--- src/rtl/core/annexb_nal_unit_splitter_unit_assert.svh ---
// Assertion macros shared by the splitter RTL.
// Each macro places one labeled concurrent assertion, clocked on the rising edge
// and disabled while the active-low reset is asserted.
`ifndef ANNEXB_NAL_UNIT_SPLITTER_UNIT_ASSERT_SVH
`define ANNEXB_NAL_UNIT_SPLITTER_UNIT_ASSERT_SVH

// The consequent must hold in the same cycle as the antecedent.
`define ANBNAL_ASSERT_SAME(label, clk, rst_n, ante, cons) \
	label: assert property (@(posedge clk) disable iff (!(rst_n)) (ante) |-> (cons)) \
		else $error("splitter assertion failed");

// The consequent must hold in the cycle after the antecedent.
`define ANBNAL_ASSERT_NEXT(label, clk, rst_n, ante, cons) \
	label: assert property (@(posedge clk) disable iff (!(rst_n)) (ante) |=> (cons)) \
		else $error("splitter assertion failed");

`endif

--- src/rtl/core/anbnal_pkg.sv ---
`default_nettype none

package anbnal_pkg;

	localparam int LENGTH_WIDTH_DEFAULT = 24;
	localparam int OFFSET_WIDTH_DEFAULT = 32;

	// Result status codes.
	localparam logic STATUS_UNIT     = 1'b0;
	localparam logic STATUS_NO_START = 1'b1;

	// Start code prefix lengths in bytes.
	localparam int PREFIX_SHORT = 3;
	localparam int PREFIX_LONG  = 4;

	localparam logic [7:0] START_BYTE = 8'h01;

endpackage

`default_nettype wire

--- src/rtl/core/anbnal_if.sv ---
`default_nettype none

interface anbnal_byte_if;
	logic       valid;
	logic       ready;
	logic [7:0] data_byte;
	logic       last_byte;

	modport source (output valid, data_byte, last_byte, input ready);
	modport sink (input valid, data_byte, last_byte, output ready);
endinterface

interface anbnal_desc_if
	import anbnal_pkg::*;
#(
	parameter int LENGTH_WIDTH = LENGTH_WIDTH_DEFAULT,
	parameter int OFFSET_WIDTH = OFFSET_WIDTH_DEFAULT
);
	logic                    valid;
	logic                    ready;
	logic                    status;
	logic                    fz_bit;
	logic [1:0]              ref_idc;
	logic [4:0]              unit_type;
	logic [LENGTH_WIDTH-1:0] payload_len;
	logic [LENGTH_WIDTH-1:0] total_len;
	logic [OFFSET_WIDTH-1:0] unit_offset;
	logic                    len_saturated;

	modport source (output valid, status, fz_bit, ref_idc, unit_type, payload_len,
		total_len, unit_offset, len_saturated, input ready);
	modport sink (input valid, status, fz_bit, ref_idc, unit_type, payload_len,
		total_len, unit_offset, len_saturated, output ready);
endinterface

`default_nettype wire

--- src/rtl/core/annexb_nal_unit_splitter_unit.sv ---
// Annex B start code splitter for H.264 byte streams.
// The stream channel carries one byte per item with a flag on the final byte of a stream.
// The desc channel carries one item per NAL unit: the header fields of its first payload
// byte, its payload length, its length with the prefix, and the offset of its prefix.
// A stream that does not open with a 00 00 01 or 00 00 00 01 prefix yields a single item
// with status set and all other fields zero; after that, bytes are taken and dropped
// until reset.
// Throughput is one byte per cycle while ready is high: each byte needs only window compares
// and one increment, add and compare on the length counter, all combinational.
// A result is registered into the output buffer on the byte that completes the next start code
// or ends the stream. Two output registers buffer results, so the block keeps taking
// bytes while one result waits; ready drops only when both registers are full.
// After the final byte of a stream that did not halt, the parser returns to its reset state,
// and the next byte starts a new stream at offset 0.
// Reset (arst_n low) clears the parser and empties the output registers.
`default_nettype none

module annexb_nal_unit_splitter_unit
	import anbnal_pkg::*;
#(
	parameter int LENGTH_WIDTH = LENGTH_WIDTH_DEFAULT,
	parameter int OFFSET_WIDTH = OFFSET_WIDTH_DEFAULT
) (
	input  wire            clk,
	input  wire            arst_n,
	anbnal_byte_if.sink    stream,
	anbnal_desc_if.source  desc
);

	localparam int LW = LENGTH_WIDTH;
	localparam int OW = OFFSET_WIDTH;
	localparam logic [LW-1:0] LEN_MAX = {LW{1'b1}};

	typedef enum logic [1:0] {
		SEEK,
		IN_UNIT,
		HALTED
	} phase_t;

	typedef struct packed {
		logic          status;
		logic          fz_bit;
		logic [1:0]    ref_idc;
		logic [4:0]    unit_type;
		logic [LW-1:0] payload_len;
		logic [LW-1:0] total_len;
		logic [OW-1:0] unit_offset;
		logic          len_saturated;
	} desc_t;

	// Parser state.
	phase_t        phase_q, phase_n;
	logic [23:0]   win_q, win_n;
	logic          four_q, four_n;
	logic [LW-1:0] count_q, count_n;
	logic [OW-1:0] uoff_q, uoff_n;
	logic [OW-1:0] pos_q, pos_n;
	logic [7:0]    hdr_q, hdr_n;
	logic          sat_q, sat_n;

	// Output buffer: head drives the port, skid holds a second result.
	desc_t head_q, skid_q;
	logic  head_v_q, skid_v_q;

	logic  accept, push, pop;
	desc_t res;

	logic [LW:0]   inc_w;
	logic [LW-1:0] cnt;
	logic          sat_e;
	logic          is_four, is_three, start3, start4;
	logic [LW-1:0] new_len, payload;
	logic [LW:0]   total_w;
	logic [7:0]    hdr_e;

	assign stream.ready = !skid_v_q;
	assign accept       = stream.valid && stream.ready;
	assign pop          = head_v_q && desc.ready;

	always_comb begin
		phase_n = phase_q;
		win_n   = win_q;
		four_n  = four_q;
		count_n = count_q;
		uoff_n  = uoff_q;
		pos_n   = pos_q;
		hdr_n   = hdr_q;
		sat_n   = sat_q;
		push    = 1'b0;
		res     = '0;

		start3   = (pos_q == OW'(2)) && (win_q[15:0] == 16'h0000)
			&& (stream.data_byte == START_BYTE);
		start4   = (pos_q == OW'(3)) && (win_q == 24'h000000)
			&& (stream.data_byte == START_BYTE);
		is_four  = (win_q == 24'h000000) && (stream.data_byte == START_BYTE);
		is_three = !is_four && (win_q[15:0] == 16'h0000) && (stream.data_byte == START_BYTE);

		// Saturating payload byte count including this byte.
		inc_w = {1'b0, count_q} + {{LW{1'b0}}, 1'b1};
		sat_e = sat_q || (inc_w >= {1'b0, LEN_MAX});
		cnt   = sat_e ? LEN_MAX : inc_w[LW-1:0];
		hdr_e = (cnt == LW'(1)) ? stream.data_byte : hdr_q;

		// A closing start code's own bytes are not part of the unit being closed.
		new_len = is_four ? LW'(PREFIX_LONG) : LW'(PREFIX_SHORT);
		if (is_four || is_three) begin
			payload = (cnt >= new_len) ? cnt - new_len : '0;
		end else begin
			payload = cnt;
		end
		total_w = {1'b0, payload}
			+ (four_q ? (LW + 1)'(PREFIX_LONG) : (LW + 1)'(PREFIX_SHORT));

		if (accept) begin
			unique case (phase_q)
				SEEK: begin
					if (!(start3 || start4) && ((pos_q >= OW'(3)) || stream.last_byte)) begin
						push       = 1'b1;
						res.status = STATUS_NO_START;
						phase_n    = HALTED;
					end else if (stream.last_byte) begin
						phase_n = SEEK;
						win_n   = '0;
						four_n  = 1'b0;
						count_n = '0;
						uoff_n  = '0;
						pos_n   = '0;
						hdr_n   = '0;
						sat_n   = 1'b0;
					end else begin
						if (start3 || start4) begin
							phase_n = IN_UNIT;
							four_n  = start4;
							count_n = '0;
							sat_n   = 1'b0;
							hdr_n   = '0;
							uoff_n  = '0;
						end
						win_n = {win_q[15:0], stream.data_byte};
						pos_n = pos_q + OW'(1);
					end
				end
				IN_UNIT: begin
					if (is_four || is_three || stream.last_byte) begin
						push              = 1'b1;
						res.status        = STATUS_UNIT;
						res.fz_bit        = (payload != '0) ? hdr_e[7] : 1'b0;
						res.ref_idc       = (payload != '0) ? hdr_e[6:5] : 2'b00;
						res.unit_type     = (payload != '0) ? hdr_e[4:0] : 5'b00000;
						res.unit_offset   = uoff_q;
						if (sat_e) begin
							res.payload_len   = LEN_MAX;
							res.total_len     = LEN_MAX;
							res.len_saturated = 1'b1;
						end else if (total_w >= {1'b0, LEN_MAX}) begin
							res.payload_len   = payload;
							res.total_len     = LEN_MAX;
							res.len_saturated = 1'b1;
						end else begin
							res.payload_len   = payload;
							res.total_len     = total_w[LW-1:0];
							res.len_saturated = 1'b0;
						end
					end
					if (stream.last_byte) begin
						phase_n = SEEK;
						win_n   = '0;
						four_n  = 1'b0;
						count_n = '0;
						uoff_n  = '0;
						pos_n   = '0;
						hdr_n   = '0;
						sat_n   = 1'b0;
					end else begin
						if (is_four || is_three) begin
							four_n  = is_four;
							count_n = '0;
							sat_n   = 1'b0;
							hdr_n   = '0;
							// The new prefix began two or three bytes before this one.
							uoff_n  = pos_q - (is_four ? OW'(PREFIX_LONG - 1)
								: OW'(PREFIX_SHORT - 1));
						end else begin
							count_n = cnt;
							sat_n   = sat_e;
							hdr_n   = hdr_e;
						end
						win_n = {win_q[15:0], stream.data_byte};
						pos_n = pos_q + OW'(1);
					end
				end
				HALTED: begin
					phase_n = HALTED;
				end
				default: begin
					phase_n = HALTED;
				end
			endcase
		end
	end

	always_ff @(posedge clk or negedge arst_n) begin
		if (!arst_n) begin
			phase_q <= SEEK;
			win_q   <= '0;
			four_q  <= 1'b0;
			count_q <= '0;
			uoff_q  <= '0;
			pos_q   <= '0;
			hdr_q   <= '0;
			sat_q   <= 1'b0;
		end else begin
			phase_q <= phase_n;
			win_q   <= win_n;
			four_q  <= four_n;
			count_q <= count_n;
			uoff_q  <= uoff_n;
			pos_q   <= pos_n;
			hdr_q   <= hdr_n;
			sat_q   <= sat_n;
		end
	end

	always_ff @(posedge clk or negedge arst_n) begin
		if (!arst_n) begin
			head_v_q <= 1'b0;
			skid_v_q <= 1'b0;
		end else begin
			if (pop) begin
				if (skid_v_q) begin
					head_v_q <= 1'b1;
					skid_v_q <= 1'b0;
				end else begin
					head_v_q <= push;
				end
			end else if (push) begin
				if (head_v_q) begin
					skid_v_q <= 1'b1;
				end else begin
					head_v_q <= 1'b1;
				end
			end
		end
	end

	always_ff @(posedge clk) begin
		if (pop) begin
			if (skid_v_q) begin
				head_q <= skid_q;
			end else if (push) begin
				head_q <= res;
			end
		end else if (push) begin
			if (head_v_q) begin
				skid_q <= res;
			end else begin
				head_q <= res;
			end
		end
	end

	assign desc.valid         = head_v_q;
	assign desc.status        = head_q.status;
	assign desc.fz_bit        = head_q.fz_bit;
	assign desc.ref_idc       = head_q.ref_idc;
	assign desc.unit_type     = head_q.unit_type;
	assign desc.payload_len   = head_q.payload_len;
	assign desc.total_len     = head_q.total_len;
	assign desc.unit_offset   = head_q.unit_offset;
	assign desc.len_saturated = head_q.len_saturated;

`include "annexb_nal_unit_splitter_unit_assert.svh"

	`ANBNAL_ASSERT_SAME(a_skid_behind_head, clk, arst_n, skid_v_q, head_v_q)
	`ANBNAL_ASSERT_SAME(a_halted_silent, clk, arst_n, phase_q == HALTED, !push)
	`ANBNAL_ASSERT_SAME(a_seek_pos_small, clk, arst_n, phase_q == SEEK, pos_q <= OW'(3))
	`ANBNAL_ASSERT_NEXT(a_error_halts, clk, arst_n, push && res.status == STATUS_NO_START,
		phase_q == HALTED)

endmodule

`default_nettype wire
--- src/flat_wrapper.sv ---
// flat-port wrapper written by rule: the top's interface ports become plain ports
module annexb_nal_unit_splitter_unit_flat import anbnal_pkg::*;
#(
	parameter int LENGTH_WIDTH = LENGTH_WIDTH_DEFAULT,
	parameter int OFFSET_WIDTH = OFFSET_WIDTH_DEFAULT
)
  (clk, arst_n, stream_valid, stream_data_byte, stream_last_byte, stream_ready, desc_valid, desc_status, desc_fz_bit, desc_ref_idc, desc_unit_type, desc_payload_len, desc_total_len, desc_unit_offset, desc_len_saturated, desc_ready);
  anbnal_byte_if stream_i ();
  anbnal_desc_if #(.LENGTH_WIDTH(LENGTH_WIDTH), .OFFSET_WIDTH(OFFSET_WIDTH)) desc_i ();
  input  wire clk;
  input  wire arst_n;
  input wire logic [$bits(stream_i.valid)-1:0] stream_valid;
  input wire logic [$bits(stream_i.data_byte)-1:0] stream_data_byte;
  input wire logic [$bits(stream_i.last_byte)-1:0] stream_last_byte;
  output wire logic [$bits(stream_i.ready)-1:0] stream_ready;
  output wire logic [$bits(desc_i.valid)-1:0] desc_valid;
  output wire logic [$bits(desc_i.status)-1:0] desc_status;
  output wire logic [$bits(desc_i.fz_bit)-1:0] desc_fz_bit;
  output wire logic [$bits(desc_i.ref_idc)-1:0] desc_ref_idc;
  output wire logic [$bits(desc_i.unit_type)-1:0] desc_unit_type;
  output wire logic [$bits(desc_i.payload_len)-1:0] desc_payload_len;
  output wire logic [$bits(desc_i.total_len)-1:0] desc_total_len;
  output wire logic [$bits(desc_i.unit_offset)-1:0] desc_unit_offset;
  output wire logic [$bits(desc_i.len_saturated)-1:0] desc_len_saturated;
  input wire logic [$bits(desc_i.ready)-1:0] desc_ready;
  assign stream_i.valid = stream_valid;
  assign stream_i.data_byte = stream_data_byte;
  assign stream_i.last_byte = stream_last_byte;
  assign stream_ready = stream_i.ready;
  assign desc_valid = desc_i.valid;
  assign desc_status = desc_i.status;
  assign desc_fz_bit = desc_i.fz_bit;
  assign desc_ref_idc = desc_i.ref_idc;
  assign desc_unit_type = desc_i.unit_type;
  assign desc_payload_len = desc_i.payload_len;
  assign desc_total_len = desc_i.total_len;
  assign desc_unit_offset = desc_i.unit_offset;
  assign desc_len_saturated = desc_i.len_saturated;
  assign desc_i.ready = desc_ready;
  annexb_nal_unit_splitter_unit #(.LENGTH_WIDTH(LENGTH_WIDTH), .OFFSET_WIDTH(OFFSET_WIDTH)) u_core (.clk(clk), .arst_n(arst_n), .stream(stream_i), .desc(desc_i));
endmodule
--- config.mk ---
export PLATFORM = sky130hd
export DESIGN_NAME = annexb_nal_unit_splitter_unit_flat
export DESIGN_NICKNAME = d
export VERILOG_FILES = /design/src/rtl/core/anbnal_pkg.sv /design/src/rtl/core/anbnal_if.sv /design/src/rtl/core/annexb_nal_unit_splitter_unit.sv /design/src/flat_wrapper.sv
export VERILOG_INCLUDE_DIRS = /design/src /design/src/rtl/core
export SDC_FILE = /design/constraint.sdc
export NUM_CORES = 1
export LEC_CHECK = 0
export BUFFER_PORTS_ARGS = -buffer_cell sky130_fd_sc_hd__buf_4
export CELL_PAD_IN_SITES_DETAIL_PLACEMENT = 2
export CELL_PAD_IN_SITES_GLOBAL_PLACEMENT = 2
export CORE_MARGIN = 1.5
export CORE_UTILIZATION = 37
export DETAILED_ROUTE_END_ITERATION = 6
export PLACE_DENSITY = 0.77
export SLEW_MARGIN = 30
export SYNTH_ARGS = -nofsm -noshare
export SYNTH_HDL_FRONTEND = slang
export SYNTH_SLANG_ARGS = --single-unit
--- constraint.sdc ---
create_clock -name clk -period 9.73 [get_ports clk]
set_input_delay 0 -clock clk [delete_from_list [all_inputs] [get_ports clk]]
set_output_delay 0 -clock clk [all_outputs]
set_load 0.02 [all_outputs]
# Yosys cells after proc, flatten, opt, wreduce, memory -nomap -nowiden
# Index checks and enable logic that the tools add are counted.
# op_classes
eq_ne,11
n_mux,74
n_bitwise,1
reduce_logical,33
n_addsub,5
magnitude_cmp,4
# ops
operator,count
$mux W90,6
$mux W24,11
$mux W32,7
$mux W89,2
$pmux W32 S2,2
$pmux W24 S2,2
$eq A32 B2 Y1 const B,2
$ge A25 B24 Y1 const B,2
$mux W48,1
$mux W8,6
$add A32 B1 Y32 const B,1
$ge A32 B2 Y1 const B,1
$sub A32 B32 Y32,1
$add A24 B1 Y25 const B,1
$add A24 B3 Y25,1
$eq A24 B1 Y1 const B,1
$ge A24 B24 Y1,1
$logic_not A24 Y1,1
$reduce_bool A24 Y1,1
$sub A24 B24 Y24,1
$mux W1,23
$logic_not A16 Y1,1
$pmux W8 S2,1
$reduce_and A3 Y1,4
19 further kinds,48
# totals
regBits,306
out_inout_bits,92
wordCells,154
in_bits,13

# Depth between registers and ports, before layout
# logic_depth
ltp_word,17
ltp_mapped,29
ltp_nobuf,27

# Worst setup path before layout
# No wires, ideal clock.
# synth_timing
path_kind,register -> register
from,reg u_core.win_q[5]
to,"reg u_core.head_q, in the netlist u_core.desc.fz_bit, enable pin"
arrival_ps,8807
synth_period_minus_slack_ps,9482
stages_incl_launch_ff,9
t_required_ps,9054
setup_slack_ps,248
path_buffers,2
setup_ps,676
cell_sequence,dfrtp_1 > nor4_4 > nand4_4 > or2_2 > clkbuf_1 > a21oi_1 > clkbuf_1 > nor2_1 > a21boi_0
# synth_via
elab_chain_cells,12
word_cells_on_any_way,22
classes_between,4 x mux; 18 x reduce/logical
# synth_rtl
item,line_no,source
start: declaration,annexb_nal_unit_splitter_unit.sv:53,"logic [23:0] win_q, win_n;"
start signal: assignment,annexb_nal_unit_splitter_unit.sv:215,win_q <= win_n;
$logic_not A24 Y1,"annexb_nal_unit_splitter_unit.sv:94, annexb_nal_unit_splitter_unit.sv:96",
$logic_and A1 B1 Y1,annexb_nal_unit_splitter_unit.sv:96,is_four = (win_q == 24'h000000) && (stream.data_byte == START_BYTE);
$logic_not A1 Y1,annexb_nal_unit_splitter_unit.sv:97,is_three = !is_four && (win_q[15:0] == 16'h0000) && (stream.data_byte == START_BYTE);
$logic_and A1 B1 Y1 (2 in a row),annexb_nal_unit_splitter_unit.sv:97,
$logic_or A1 B1 Y1 (2 in a row),annexb_nal_unit_splitter_unit.sv:145,if (is_four || is_three || stream.last_byte) begin
$mux W1,annexb_nal_unit_splitter_unit.sv:145,
$pmux W1 S2 *,annexb_nal_unit_splitter_unit.sv:116,unique case (phase_q)
$mux W1 *,annexb_nal_unit_splitter_unit.sv:115,if (accept) begin
$reduce_bool A2 Y1 (no source line),--,
$reduce_and A3 Y1 (no source line) *,--,
end signal: assignment,annexb_nal_unit_splitter_unit.sv:250,head_q <= skid_q;
end signal: assignment,annexb_nal_unit_splitter_unit.sv:252,head_q <= res;
end signal: assignment,annexb_nal_unit_splitter_unit.sv:258,head_q <= res;
end: declaration,annexb_nal_unit_splitter_unit.sv:62,"desc_t head_q, skid_q;"
# Every way passes the cells marked *; elsewhere a longest branch is shown, timed or not.
# A chain may end at the register's enable or synchronous reset.

==> run summary <==
GP Congestion = 0.898
Ant. Diodes = 0
Critical Path End Type = flip-flop
CTS tree = yes
Initial antenna violation count = 0
WP data arrival = 8500 ps
Worst Skew = 27.7 ps
Top achievable clock speed = 0.124 GHz
Total gr overflow = 0
Largest cells by area after synthesis = edfxtp_1, dfrtp_1, a21o_1
Final count of hold timing violations = 0
Slew Limit Fails = 0
Placed Cells = 2051
Synth Flop Type = edfxtp_1
Die height = 211 um
Core box area = 0.0422 sq mm
DRC = 0
Sequential-to-total area share from yosys stat = 0.536
DPL Wire Length = 34700 um
Row count = 75
CTS buffer count = 36
Syn Area/Cell = 10.8 sq um
Hold WC Path Type = input port to async pin
Least-Margin Pin Slew = 984 ps
Final non-filler cell area = 0.0186 sq mm
Rel. slew slack = 0.337
Maximum VDD drop = 0.113 mV
Vias in the first global route = 13200
Post-DRT Antenna Nets = 0
Setup TNS = 0 ps
Full die area = 0.0444 sq mm
Critical Path RT = 10140 ps
Outcome = completed
Layout cells sized above 1 = 0.162
Place WS = 1710 ps
Max-cap violations = 0
Synth Cell Area = 0.0160 sq mm
Vias = 12100
Post-synthesis instance total = 1479
Fin util = 0.439
Final wirelength = 50200 um
Area post-placement = 0.0172 sq mm
CP max FO = 26
Initial Util = 0.378
Period utilisation layout = 0.831
CTS HTree Levels = 2
Leakage = 7.83 nW
Initial DRC count = 592
Yosys reg bits = 306
Final setup vio count = 0
Clock slew seen by the registers of the worst setup and hold paths = 70 ps
FF+latch area = 0.00856 sq mm
Commonest non-fill, non-tap cell in the layout = nand2_1
EDFF count, synth = 180
First-pass GRT wire length = 79200 um
Setup WS post-layout = 1640 ps
Area Overhead vs Synth = 16.2%
Multi-input logic area = 0.00701 sq mm
Post-synth top area cell = edfxtp_1
Chip Width = 211 um
Clk buf depth = 3
Root Driver = clkbuf_16
IO Port Bufs = 104
TritonCTS Sinks = 306
Setup CP Type = flip-flop to flip-flop
PwrDens = 161 mW/mm^2
Post-synth top area share = 0.339
Worst-Skew Late Latency = 560 ps
Routed WL per cell = 23.6 um
Post-synth ARST share = 0.412
RSZ-0062 raised after global routing = false
Yosys warns = 0
Distinct cells, synth = 87
Vias per cell = 5.68
Worst Setup Start Kind = flip-flop
Most frequent cells in the layout = nand2_1, edfxtp_1, dfrtp_1, buf_4, nor2_1
Post-Layout Cell Count = 2129
GRT Total Usage = 0.230
Fillers = 4368
Drt pass-1 iters = 5
Largest net degree at the start of global routing = 91
Syn Nets = 1506
Io pins = 105
Minimum clock period = 8090 ps
NumNets Final = 1590
## worst max-delay path, cell delays in order (launching register included)
cell,delay [ps]
dfrtp_1,470
ha_1,490
nand4_1,270
nor4_1,650
xnor2_1,230
a21oi_1,220
nand4_1,220
o21a_1,390
nand2_1,230
inv_1,120
fa_1,450
a21boi_0,550
o31ai_1,220
o22ai_1,300
ha_1,240
inv_1,60
fa_1,410
nor2b_1,180
o21ai_1,150
nor2_2,310
nand4b_4,240
nor4_4,420
nand3b_2,170
o31a_4,520
a21oi_1,300
a21o_1,140
## kinds of logic (layout without fill, tap and decap cells)
logic type / count (synthesis) / in the layout / synth area share
adder cells (fa/ha/maj): 14 / 14 / 0.0119
AO/OA/AOI/OAI: 360 / 360 / 0.165
multiplexers: 15 / 15 / 0.00964
XOR/XNOR: 100 / 100 / 0.0558
AND/OR/NAND/NOR: 577 / 577 / 0.192
buffers and inverters: 107 / 218 / 0.0296
flip-flops: 306 / 306 / 0.536
## final timing paths
path | start | to | slack (ps) | depth (start not counted)
worst min register to register | u_core.uoff_q[5] | u_core.uoff_q[5] | 470 | 2
worst max-delay path | u_core.count_q[1] | u_core.desc.total_len[2] | 1640 | 25
min in group clk | stream_data_byte[2] | u_core.hdr_q[2] | 260 | 3
max in group asynchronous | arst_n | u_core.skid_v_q | 8490 | 3
worst min-delay path | arst_n | u_core.hdr_q[5] | 70 | 2
worst max register to register | u_core.count_q[1] | u_core.desc.total_len[2] | 1640 | 25
## registers in the layout (all words and copies together), names as in the netlist, 5 cells and up
| signal | cells |
|---|---|
| u_core.win_q | 24 |
| u_core.uoff_q | 32 |
| u_core.desc.payload_len | 24 |
| u_core.pos_q | 32 |
| u_core.skid_q | 90 |
| u_core.desc.total_len | 24 |
| u_core.count_q | 24 |
| u_core.hdr_q | 8 |
| u_core.desc.unit_offset | 32 |
| u_core.desc.unit_type | 5 |
## power breakdown
part / internal, mW / switching [mW]
combinational: 0.0564 / 0.118
sequential: 1.41 / 0.0183
clock: 0.814 / 0.567
total: 2.29 / 0.704
## routing by layer
layer | wire, um | GRT usage | up-vias
li1 | - | - | 5579
met1 | 21600 | 0.287 | 6210
met2 | 25600 | 0.409 | 219
met3 | 1420 | 0.0306 | 87
met4 | 1600 | 0.0759 | 0
met5 | 0 | 0 | -
## Yosys cell counts (5+ instances only)
library cell,count
dfrtp_1,126
nor4_4,8
nand2_1,181
or4_1,10
nand3_1,37
o31ai_1,39
buf_6,5
nor2_1,114
a21oi_1,38
buf_4,6
o21ai_0,69
a31oi_1,12
xnor2_1,61
mux2i_1,12
edfxtp_1,180
a22o_1,10
clkbuf_1,64
nor4_1,24
o21ai_1,8
xor2_1,37
and2_1,37
and4_1,7
or2_2,6
a211oi_1,12
nor3_1,37
and3_1,17
nor2b_1,13
a21boi_0,6
inv_1,18
nand2b_1,8
o21a_1,6
a21oi_4,15
buf_2,9
ha_1,12
a21o_1,97
nand4_1,23
nand4b_1,5
or3_1,19
## layout make-up
type | instances | share of cell area
multi-input cells | 1066 | 0.378
well taps | 539 | 0.0363
flip-flops and latches | 306 | 0.461
inverters | 19 | 0.00384
repair buffers | 134 | 0.0566
clock inverters | 19 | 0.0105
clock buffers | 46 | 0.0539
## stage by stage
| stage | power [mW] | hold WS, ps |
|---|---|---|
| 4_1_cts | 3.03 | 85.7 |
| 3_3_place_gp | 1.63 | 148 |
| 6_report | 2.99 | 71.4 |
| 3_5_place_dp | 1.63 | 145 |
| 2_1_floorplan | 1.54 | -296 |
| 5_1_grt | 3.08 | 146 |
## repair_timing
item / in CTS / in global routing
setup buffers: 0 / 0
setup endpoints to repair: 0 / 0
resized for setup: 0 / 0
hold buffers: 12 / 0
endpoints found under the hold margin: 103 / 0
Note: power is estimated with default switching activity, not from simulation.
